### src/lcsld_pkg.sv
// Shared constants, operation codes and controller/datapath interface types
// for the LCS and edit-distance similarity block. No dependencies.
`timescale 1ns / 1ps
`default_nettype none

package lcsld_pkg;

  // Longest string that is kept, and the number of symbol bits that take part in compares.
  localparam int MAX_LEN     = 256;
  localparam int SYMBOL_BITS = 16;

  // Width of the symbol port and of a stored symbol.
  localparam int SYM_IN_W = 16;
  localparam int SYM_W    = (SYMBOL_BITS < SYM_IN_W) ? SYMBOL_BITS : SYM_IN_W;

  // Lengths and row values lie in 0..MAX_LEN.
  localparam int LEN_W = $clog2(MAX_LEN + 1);
  localparam int IDX_W = (MAX_LEN > 1) ? $clog2(MAX_LEN) : 1;

  // Fixed-point similarity: 16 fraction bits, 1.0 is representable.
  localparam int FRAC_BITS = 16;
  localparam int SIM_W     = FRAC_BITS + 1;
  localparam int SUM_W     = LEN_W + 1;
  localparam int DVD_W     = LEN_W + FRAC_BITS;
  localparam int DCNT_W    = $clog2(DVD_W + 1);

  // Operation codes on the op field.
  localparam int OP_W = 2;
  localparam logic [OP_W-1:0] OP_FIRST  = 2'd0;
  localparam logic [OP_W-1:0] OP_SECOND = 2'd1;
  localparam logic [OP_W-1:0] OP_FINISH = 2'd2;

  // Commands from the controller to the datapath.
  typedef struct packed {
    logic store_first;
    logic flag_ovf;
    logic row_start;
    logic row_run;
    logic row_end;
    logic fin_read;
    logic div_start;
    logic div_run;
    logic clear;
  } cmd_t;

  // Status from the datapath to the controller.
  typedef struct packed {
    logic second_started;
    logic first_full;
    logic second_full;
    logic row_done;
    logic div_done;
  } status_t;

endpackage

`default_nettype wire

### src/lcsld_ctrl.sv
// Controller state machine for the similarity block: sequences appends, row
// updates, the final read and the divider. Depends on lcsld_pkg.
`timescale 1ns / 1ps
`default_nettype none

module lcsld_ctrl (
  input  wire logic                     clk,
  input  wire logic                     rst,
  input  wire logic                     in_valid,
  output logic                          in_stall,
  input  wire logic [lcsld_pkg::OP_W-1:0] op,
  input  wire logic                     out_free,
  output logic                          out_load,
  input  wire lcsld_pkg::status_t       status,
  output lcsld_pkg::cmd_t               cmd
);
  import lcsld_pkg::*;

  localparam logic [2:0] S_IDLE   = 3'd0;
  localparam logic [2:0] S_ROW    = 3'd1;
  localparam logic [2:0] S_FIN_RD = 3'd2;
  localparam logic [2:0] S_FIN_LD = 3'd3;
  localparam logic [2:0] S_DIV    = 3'd4;
  localparam logic [2:0] S_OUT    = 3'd5;

  logic [2:0] state;
  logic [2:0] state_next;

  // Items are taken only between operations.
  assign in_stall = (state != S_IDLE);

  // Next state and command decode.
  always_comb begin
    state_next = state;
    cmd        = '0;
    out_load   = 1'b0;
    case (state)
      S_IDLE: begin
        if (in_valid) begin
          case (op)
            OP_FIRST: begin
              if (!status.second_started) begin
                if (status.first_full) begin
                  cmd.flag_ovf = 1'b1;
                end else begin
                  cmd.store_first = 1'b1;
                end
              end
            end
            OP_SECOND: begin
              if (status.second_full) begin
                cmd.flag_ovf = 1'b1;
              end else begin
                cmd.row_start = 1'b1;
                state_next    = S_ROW;
              end
            end
            OP_FINISH: begin
              state_next = S_FIN_RD;
            end
            default: begin
            end
          endcase
        end
      end
      S_ROW: begin
        if (status.row_done) begin
          cmd.row_end = 1'b1;
          state_next  = S_IDLE;
        end else begin
          cmd.row_run = 1'b1;
        end
      end
      S_FIN_RD: begin
        cmd.fin_read = 1'b1;
        state_next   = S_FIN_LD;
      end
      S_FIN_LD: begin
        cmd.div_start = 1'b1;
        state_next    = S_DIV;
      end
      S_DIV: begin
        if (status.div_done) begin
          state_next = S_OUT;
        end else begin
          cmd.div_run = 1'b1;
        end
      end
      S_OUT: begin
        if (out_free) begin
          out_load   = 1'b1;
          cmd.clear  = 1'b1;
          state_next = S_IDLE;
        end
      end
      default: begin
        state_next = S_IDLE;
      end
    endcase
  end

  // State register.
  always_ff @(posedge clk) begin
    if (rst) begin
      state <= S_IDLE;
    end else begin
      state <= state_next;
    end
  end

endmodule

`default_nettype wire

### config.mk
export PLATFORM = sky130hd
export DESIGN_NAME = lcsld_ctrl
export DESIGN_NICKNAME = d
export VERILOG_FILES = /design/src/lcsld_pkg.sv /design/src/lcsld_ctrl.sv
export SDC_FILE = /design/constraint.sdc
export NUM_CORES = 1
export LEC_CHECK = 0
export BUFFER_PORTS_ARGS = -buffer_cell sky130_fd_sc_hd__buf_2
export CORE_AREA = 2 2 39 41
export CTS_CLUSTER_SIZE = 8
export DETAILED_ROUTE_END_ITERATION = 6
export DIE_AREA = 0 0 41 43
export SYNTH_ARGS = -nofsm -noshare
export SYNTH_HDL_FRONTEND = slang
export SYNTH_SLANG_ARGS = --single-unit
### constraint.sdc
create_clock -name clk -period 3.1 [get_ports clk]
set_input_delay 0.465 -clock clk [delete_from_list [all_inputs] [get_ports clk]]
set_output_delay 0.465 -clock clk [all_outputs]
set_load 0.005 [all_outputs]
==> reports/summary.txt, run 1 <==
Post-Syn Area per Cell: 7.337 sq um
Setup crit end kind: output port
I/O pin total: 22
main combinational cell family by area after synthesis: simple AND/OR/NAND/NOR gates
Initial DRC Count: 5
largest net degree at the start of global routing: 17
# DRC: 0
clock-pin slew on the worst setup and hold paths: 0.04 ns
fin crit period: 2.040 ns
biggest regs: state (3)
Peak Freq: 490.2 MHz
post-synthesis sequential area ratio: 0.1860
cts bufs inserted: 3
number of global-route vias before repair: 334
Total GRT Usage: 0.1112
# hold bufs at CTS: 0
critical path data arrival time: 1.57 ns
Setup Crit Path Kind: flop to output port
Initial Util: 0.2333
Clock Path Buffers: 2
sum of negative setup slack: 0 ns
clk_skew: 0.006237 ns
slowest stage delay, CP: 0.43 ns
syn nets: 55
maximum VDD drop: 0.0002099 V
Die W: 41 um
drt total wl: 861 um
grt ovf: 0
Buf+Inv Stages, Crit Path: 1
Post-CTS Resized: 0
Fin. Hold Viols: 0
chip height: 43 um
layout cell share with drive strength beyond 1: 0.3846
WL per Instance: 10.63 um
Max Slew Vio Count: 0
R2R Setup Slk: 1.45 ns
Synth Warn #: 0
Post-Synth Simple-Gate Area: 0.4612
Largest register FFs: 3
Antenna Violating Nets Remaining: 0
r2r worst-path depth: 4
Syn Std Cell Area: 322.8 sq um
R2R Path End: state[0]$_SDFFE_PP0P_
Hold Path Class: input port to flop
Synth cell types: 26
Rows: 14
detailed-route via count: 417
Pre-antenna DRT Iters: 4
most common cell after layout, fill and taps aside: buf_2
DR vias/cell: 5.148
worst-path cell chain: nor3_1 > nand3b_1 > nor3b_1 > buf_2
compound-cell area share of the yosys netlist: 0.1938
Pwr Total: 315.5 uW
Root Buffer: clkbuf_4
die area: 0.001763 sq mm
fin nets: 77
clk sinks: 3
CTS tree: done
core area: 0.001384 sq mm
FF+latch count, synth: 3
Post-Syn Instances: 44
Pleak: 0.0002145 uW
CP required: 2.63 ns
kind of cell adding the most delay to the critical path: simple AND/OR/NAND/NOR gates
Critical Path Start Type: flop
antenna cells: 0
Biggest register: state
Setup Buffers After CTS: 0
outcome: completed
crit-path max FO: 15
initial antenna violation count: 0
register area: 60.06 sq um
pwr dens: 692.6 mW/mm^2
mux contribution to synthesized area: 0.07752
Slew Limit Headroom: 0.6761
hold path cells: 2
RSZ-0062 raised after global routing: false
PortBufs: 21
adder-cell share of the synthesized area: 0
DP HPWL: 603.7 um
Worst Hold Path EP: state[2]$_SDFFE_PP0P_
min-delay src: rst
MaxCap Viol Count: 0
count of final setup violators: 0
Final Cycle Share: 0.6580
Syn-to-layout area delta: 41.09%
GPL Wtd Cong: 0.7166
Worst Max-Slew Pin Slew: 0.4852 ns
master of the slowest instance on the critical path: dfxtp_1
first-pass GRT wire length: 1290 um
Synth Area in XOR/XNOR: 0
most frequent cells in the layout: 21 x buf_2, 4 x nor3_1, 4 x a21oi_1
worst r2r src: state[2]$_SDFFE_PP0P_
fillers: 157
H-tree Lvls: 1
Multi-input gate area: 236.5 sq um
Skew-Pair Late Insertion Delay: 0.24 ns
-- through the flow --
stage                       util  instance area, sq um  setup WS [ns]  hold WS (ns)  instances
after floorplan                -                 322.8          1.467        0.5435         44
after global placement    0.3101                 429.2          1.366        0.6948         77
after detailed placement  0.3101                 429.2          1.313        0.6904         77
after CTS                 0.3291                 455.4          1.048        0.4303         81
after global routing      0.3291                 455.4         0.9730        0.4589         81
final                     0.3291                 455.4          1.060        0.4420         81
-- synthesized netlist by cell type --
| library cell | number | share of area |
|---|---|---|
| a2111oi_0 | 1 | 0.027 |
| a211oi_1 | 2 | 0.046 |
| a21oi_1 | 4 | 0.062 |
| a31oi_1 | 1 | 0.019 |
| and4_1 | 1 | 0.027 |
| buf_4 | 1 | 0.023 |
| clkbuf_1 | 3 | 0.035 |
| dfxtp_1 | 3 | 0.19 |
| inv_1 | 2 | 0.023 |
| mux2_4 | 1 | 0.046 |
| mux2i_1 | 1 | 0.031 |
| nand2_1 | 2 | 0.023 |
| nand2b_1 | 1 | 0.019 |
| nand3_1 | 1 | 0.015 |
| nand3b_1 | 1 | 0.023 |
| nor2_1 | 2 | 0.023 |
| nor2b_1 | 2 | 0.039 |
| nor3_1 | 4 | 0.062 |
| nor3b_1 | 2 | 0.046 |
| nor4_1 | 1 | 0.019 |
| nor4b_1 | 2 | 0.054 |
| nor4bb_1 | 2 | 0.062 |
| o211ai_1 | 1 | 0.023 |
| o21ai_0 | 1 | 0.015 |
| or3_1 | 1 | 0.019 |
| or3b_1 | 1 | 0.027 |
-- where the power goes --
part | internal [uW] | switching [uW] | total, uW
Sequential | 51.7 | 44.2 | 95.8
Clock | 48.5 | 24.2 | 72.8
Combinational | 79.9 | 67.0 | 147
Total | 180 | 135 | 315
-- metal layers --
metal,share of wire,up-vias,GRT usage
li1,-,209,-
met1,0.41,183,0.1278
met2,0.46,23,0.1563
met3,0.10,2,0.03141
met4,0.024,0,0.1000
met5,0,-,0
-- cells by family (layout without fill, tap and decap cells) --
kind of cell | Yosys count | after routing
AO/OA/AOI/OAI | 10 | 10
buffers and inverters | 6 | 27
flip-flops | 3 | 3
multiplexers | 2 | 2
AND/OR/NAND/NOR | 23 | 23
-- worst reg2reg max path, cell delays in order, from the launching register on --
cell      delay (ns)
dfxtp_1         0.61
nor4bb_1        0.39
a31oi_1         0.10
nand2_1         0.14
mux2_4          0.30
-- worst max path at each step --
stage	cells past startpoint	from	endpoint	slack [ns]
final	4	state[0]$_SDFFE_PP0P_	cmd[6]	1.06
after floorplan	4	state[1]$_SDFFE_PP0P_	cmd[8]	1.47
after detailed placement	4	state[2]$_SDFFE_PP0P_	cmd[6]	1.31
after global placement	4	state[2]$_SDFFE_PP0P_	cmd[6]	1.37
after global routing	4	state[0]$_SDFFE_PP0P_	cmd[8]	0.97
after CTS	4	state[0]$_SDFFE_PP0P_	cmd[6]	1.05
-- area by class of cell --
type | instances | area share
inverters | 2 | 0.01648
repair buffers | 21 | 0.2308
multi-input cells | 35 | 0.5192
flip-flops and latches | 3 | 0.1319
well taps | 16 | 0.04396
clock buffers | 4 | 0.05769
No activity file was read; power rests on OpenSTA's default activity.
==> inputs of run 2 (changes only) <==
Settings changed: ABC_AREA set to 1.
Clock period 3.1 ns to 1.71 ns, I/O delays scaled along.
==> reports/summary.txt, run 2 <==
Max Slew Vio Count: 0
outcome: completed
RSZ-0062 raised after global routing: false
I/O pin total: 22
first-pass GRT wire length: 1324 um
detailed-route via count: 457
CP required: 1.45 ns
post-synthesis sequential area ratio: 0.1605
R2R Setup Slk: 0.46 ns
biggest regs: state (3)
r2r worst-path depth: 7
Pleak: 0.0003143 uW
Rows: 14
critical path data arrival time: 1.36 ns
fin cells: 101
Post-Synth Simple-Gate Area: 0.6254
Hold Path Class: input port to flop
die area: 0.001763 sq mm
largest net degree at the start of global routing: 9
Fin. Hold Viols: 0
H-tree Lvls: 1
Total GRT Usage: 0.1103
Setup crit end kind: output port
maximum VDD drop: 0.0003636 V
antenna cells: 0
adder-cell share of the synthesized area: 0
Clock Path Buffers: 2
setup ws final: 0.09224 ns
layout cell share with drive strength beyond 1: 0.4353
most frequent cells in the layout: 21 x buf_2, 11 x inv_1, 8 x nand2_1, 8 x nor2_1, 5 x nand3_1
Post-CTS Resized: 0
fin crit period: 1.618 ns
Die W: 41 um
mux contribution to synthesized area: 0
PortBufs: 21
Area contributors post-synth: dfxtp_1 16%, inv_1 11%, nand2_1 8.0%, nor2_1 8.0%, nand3_1 6.7%
Final Cycle Share: 0.9461
most common cell after layout, fill and taps aside: buf_2
final core area utilization: 0.3707
pwr dens: 1185 mW/mm^2
hold path cells: 2
number of global-route vias before repair: 361
# DRC: 0
fin nets: 97
cts bufs inserted: 3
DR vias/cell: 4.525
syn nets: 73
crit-path max FO: 8
Peak Freq: 618.1 MHz
Syn Std Cell Area: 374.1 sq um
prevailing post-synth register cell: dfxtp_1
chip height: 43 um
Synth cell types: 21
Pre-antenna DRT Iters: 4
Setup Buffers After CTS: 0
Yosys top cell area share: 0.1605
FF+latch count, synth: 3
clk_skew: 0.009939 ns
Synth top cells by count: 11 x inv_1, 8 x nand2_1, 8 x nor2_1, 5 x nand3_1
Post-synth ARST share: 0
drt total wl: 917 um
core area: 0.001384 sq mm
WL per Instance: 9.079 um
Biggest register: state
Post-Syn Area per Cell: 6.034 sq um
# hold bufs at CTS: 0
compound-cell area share of the yosys netlist: 0.02676
sum of negative setup slack: 0 ns
Worst Max-Slew Pin Slew: 0.3495 ns
Setup WS pre-CTS: 0.3671 ns
Initial Util: 0.2703
Antenna Violating Nets Remaining: 0
CTS tree: done
Post-synth EDFFs: 0
DP HPWL: 732.1 um
Critical Path Start Type: flop
Skew-Pair Late Insertion Delay: 0.24 ns
Synth Area in XOR/XNOR: 0
Synth Warn #: 0
clk sinks: 3
Setup Crit Path Kind: flop to output port
clock-pin slew on the worst setup and hold paths: 0.04 ns
Post-Syn Instances: 62
Root Buffer: clkbuf_4
initial antenna violation count: 0
most numerous cell in the Yosys netlist: inv_1
main combinational cell family by area after synthesis: simple AND/OR/NAND/NOR gates
Syn-to-layout area delta: 37.12%
Largest register FFs: 3
GPL Wtd Cong: 0.7049
Slew Limit Headroom: 0.7667
grt ovf: 0
largest area contributor in the netlist: dfxtp_1
post-placement cell count: 97
count of final setup violators: 0
Initial DRC Count: 12
MaxCap Viol Count: 0
[run 2: cells by family (layout without fill, tap and decap cells)]
logic type             after synthesis  in the layout
AO/OA/AOI/OAI                        2              2
buffers and inverters               17             40
flip-flops                           3              3
AND/OR/NAND/NOR                     40             40
[run 2: where the power goes]
group          switching, uW  internal (uW)  leakage (uW)  total [uW]
Clock                   38.3           87.6     0.0000150         126
Sequential              39.8           90.7     0.0000246         130
Combinational            213            139      0.000275         352
Total                    291            317      0.000314         608
[run 2: per-layer routing]
metal	part of all wire	vias up	track usage
li1	-	243	-
met1	0.46	205	0.1314
met2	0.51	9	0.1688
met3	0.026	0	0.01571
met4	0	0	0.08000
met5	0	-	0
[run 2: worst paths after layout]
check,start,to
worst max register to register,state[1]$_SDFFE_PP0P_,state[2]$_SDFFE_PP0P_
worst max-delay path,state[1]$_SDFFE_PP0P_,cmd[8]
worst min register to register,state[0]$_SDFFE_PP0P_,state[0]$_SDFFE_PP0P_
worst min-delay path,rst,state[1]$_SDFFE_PP0P_
[run 2: final cells by class]
type                            instances  area, sq um
Timing Repair Buffer                   21        105.1
Tap cell                               16        20.02
Sequential cell                         3        60.06
Inverter                               15        57.56
Clock buffer                            4        26.28
Multi-Input combinational cell         42        244.0
Fill cell                             158        870.8
[run 2: critical path: stages (launching register included)]
cell     delay (ns)
dfxtp_1        0.40
nor2_4         0.19
nand2_1        0.09
nor2_1         0.12
inv_2          0.06
nor4_2         0.12
buf_2          0.15
[run 2: per-stage QoR]
stage                     total power (uW)  hold WS, ns  area, sq um
after floorplan                      391.4       0.3256        374.1
after global placement               481.0       0.4675        486.7
after detailed placement             484.1       0.4708        486.7
after CTS                            615.9       0.2217        513.0
after global routing                 664.3       0.2291        513.0
final                                608.1       0.2282        513.0
==> inputs of run 3 (changes only) <==
Settings changed: ABC_AREA 1 to not set.
==> reports/summary.txt, run 3 (synthesis results as in run 1) <==
DP HPWL: 688.8 um
Sw Pwr: 263.9 uW
die area: 0.001763 sq mm
biggest regs: state (3)
WL per Instance: 10.57 um
Root Buffer: clkbuf_4
RSZ-0062 raised after global routing: false
Initial DRC Count: 2
clk sinks: 3
Total GRT Usage: 0.1263
first-pass GRT wire length: 1476 um
Flop pwr share: 0.208
crit-path max FO: 11
Largest register FFs: 3
initial antenna violation count: 0
internal power: 395.2 uW
fillers: 156
antenna cells: 0
Final Cycle Share: 0.9199
Net Sw Frac: 0.4004
slowest stage delay, CP: 0.37 ns
CTS tree: done
worst-path cell chain: nor3_2 > buf_4 > nand3b_1 > nor3b_1 > buf_2
most frequent cells in the layout: 21 x buf_2, 5 x buf_4, 4 x a21oi_1
master of the slowest instance on the critical path: dfxtp_2
MaxCap Viol Count: 0
Setup WS pre-CTS: 0.1988 ns
cts bufs inserted: 3
Pleak: 0.0002425 uW
fin nets: 82
clock-pin slew on the worst setup and hold paths: 0.04 ns
Multi-input gate area: 247.7 sq um
critical path data arrival time: 1.32 ns
fin crit period: 1.573 ns
Worst Max-Slew Pin Slew: 0.3823 ns
maximum VDD drop: 0.0003933 V
Hold Path Class: input port to flop
count of final setup violators: 0
Setup Crit Path Kind: flop to output port
Slew Limit Headroom: 0.7385
Peak Freq: 635.7 MHz
I/O pin total: 22
layout cell share with drive strength beyond 1: 0.4714
setup ws final: 0.1370 ns
clock network fraction of total power: 0.193
Rows: 14
pwr dens: 1304 mW/mm^2
clk_skew: 0.004462 ns
chip height: 43 um
GPL Wtd Cong: 0.8023
number of global-route vias before repair: 372
register area: 61.31 sq um
grt ovf: 0
core area: 0.001384 sq mm
Initial Util: 0.2333
most common cell after layout, fill and taps aside: buf_2
Pre-antenna DRT Iters: 2
H-tree Lvls: 1
sum of negative setup slack: 0 ns
Comb pwr share: 0.598
DR vias/cell: 4.942
drt total wl: 909 um
Critical Path Start Type: flop
detailed-route via count: 425
Antenna Violating Nets Remaining: 0
CP required: 1.45 ns
Die W: 41 um
# DRC: 0
PortBufs: 21
Syn-to-layout area delta: 56.59%
Max Slew Vio Count: 0
outcome: completed
Setup crit end kind: output port
# hold bufs at CTS: 0
Clock Path Buffers: 2
Fin. Hold Viols: 0
Skew-Pair Late Insertion Delay: 0.24 ns
Biggest register: state
largest net degree at the start of global routing: 12
final core area utilization: 0.3653
[run 3: cell type report]
| class | count | share of cell area |
|---|---|---|
| timing repair buffer | 26 | 0.2822 |
| clock buffer | 4 | 0.05198 |
| multi-input combinational | 35 | 0.4901 |
| sequential | 3 | 0.1213 |
| tap | 16 | 0.03960 |
| inverter | 2 | 0.01485 |
[run 3: final timing paths]
path | start | end | slack (ns) | cells after the start
setup reg to reg | state[1]$_SDFFE_PP0P_ | state[0]$_SDFFE_PP0P_ | 0.31 | 5
hold / removal | rst | state[2]$_SDFFE_PP0P_ | 0.23 | 2
setup / recovery | state[2]$_SDFFE_PP0P_ | cmd[6] | 0.14 | 5
hold reg to reg | state[2]$_SDFFE_PP0P_ | state[2]$_SDFFE_PP0P_ | 0.60 | 2
[run 3: repair_timing]
item	CTS	global route
setup buffers	0	0
resized for setup	0	3
setup endpoints to repair	0	2
[run 3: power by group through the flow]
stage | Sequential (uW) | Combinational, uW | Clock (uW)
after floorplan | 118 | 237 | 0
after global placement | 130 | 388 | 0
after detailed placement | 132 | 389 | 0
after CTS | 130 | 391 | 133
after global routing | 142 | 441 | 147
final | 137 | 394 | 128
[run 3: layer usage]
layer,track usage,vias to the layer above,share of wire
met3,0.01571,2,0.064
met5,0,-,0
met1,0.1406,183,0.44
met2,0.1906,17,0.48
met4,0.1200,0,0.015
li1,-,223,-
[run 3: per-stage QoR]
step                hold WS (ns)  area [sq um]  total power [uW]  cells
floorplan                 0.3350         322.8             355.3     44
global placement          0.4753         466.7             517.8     82
detailed placement        0.4775         466.7             520.3     82
CTS                       0.2258         493.0             654.6     86
global route              0.2164         505.5             729.6     86
finish                    0.2263         505.5             659.1     86
[run 3: critical path: cells and delay by family (launching register included)]
| family | cells | cell delay [ns] |
|---|---|---|
| AND/OR/NAND/NOR | 3 | 0.42 |
| buffers and inverters | 2 | 0.28 |
| flip-flops | 1 | 0.37 |
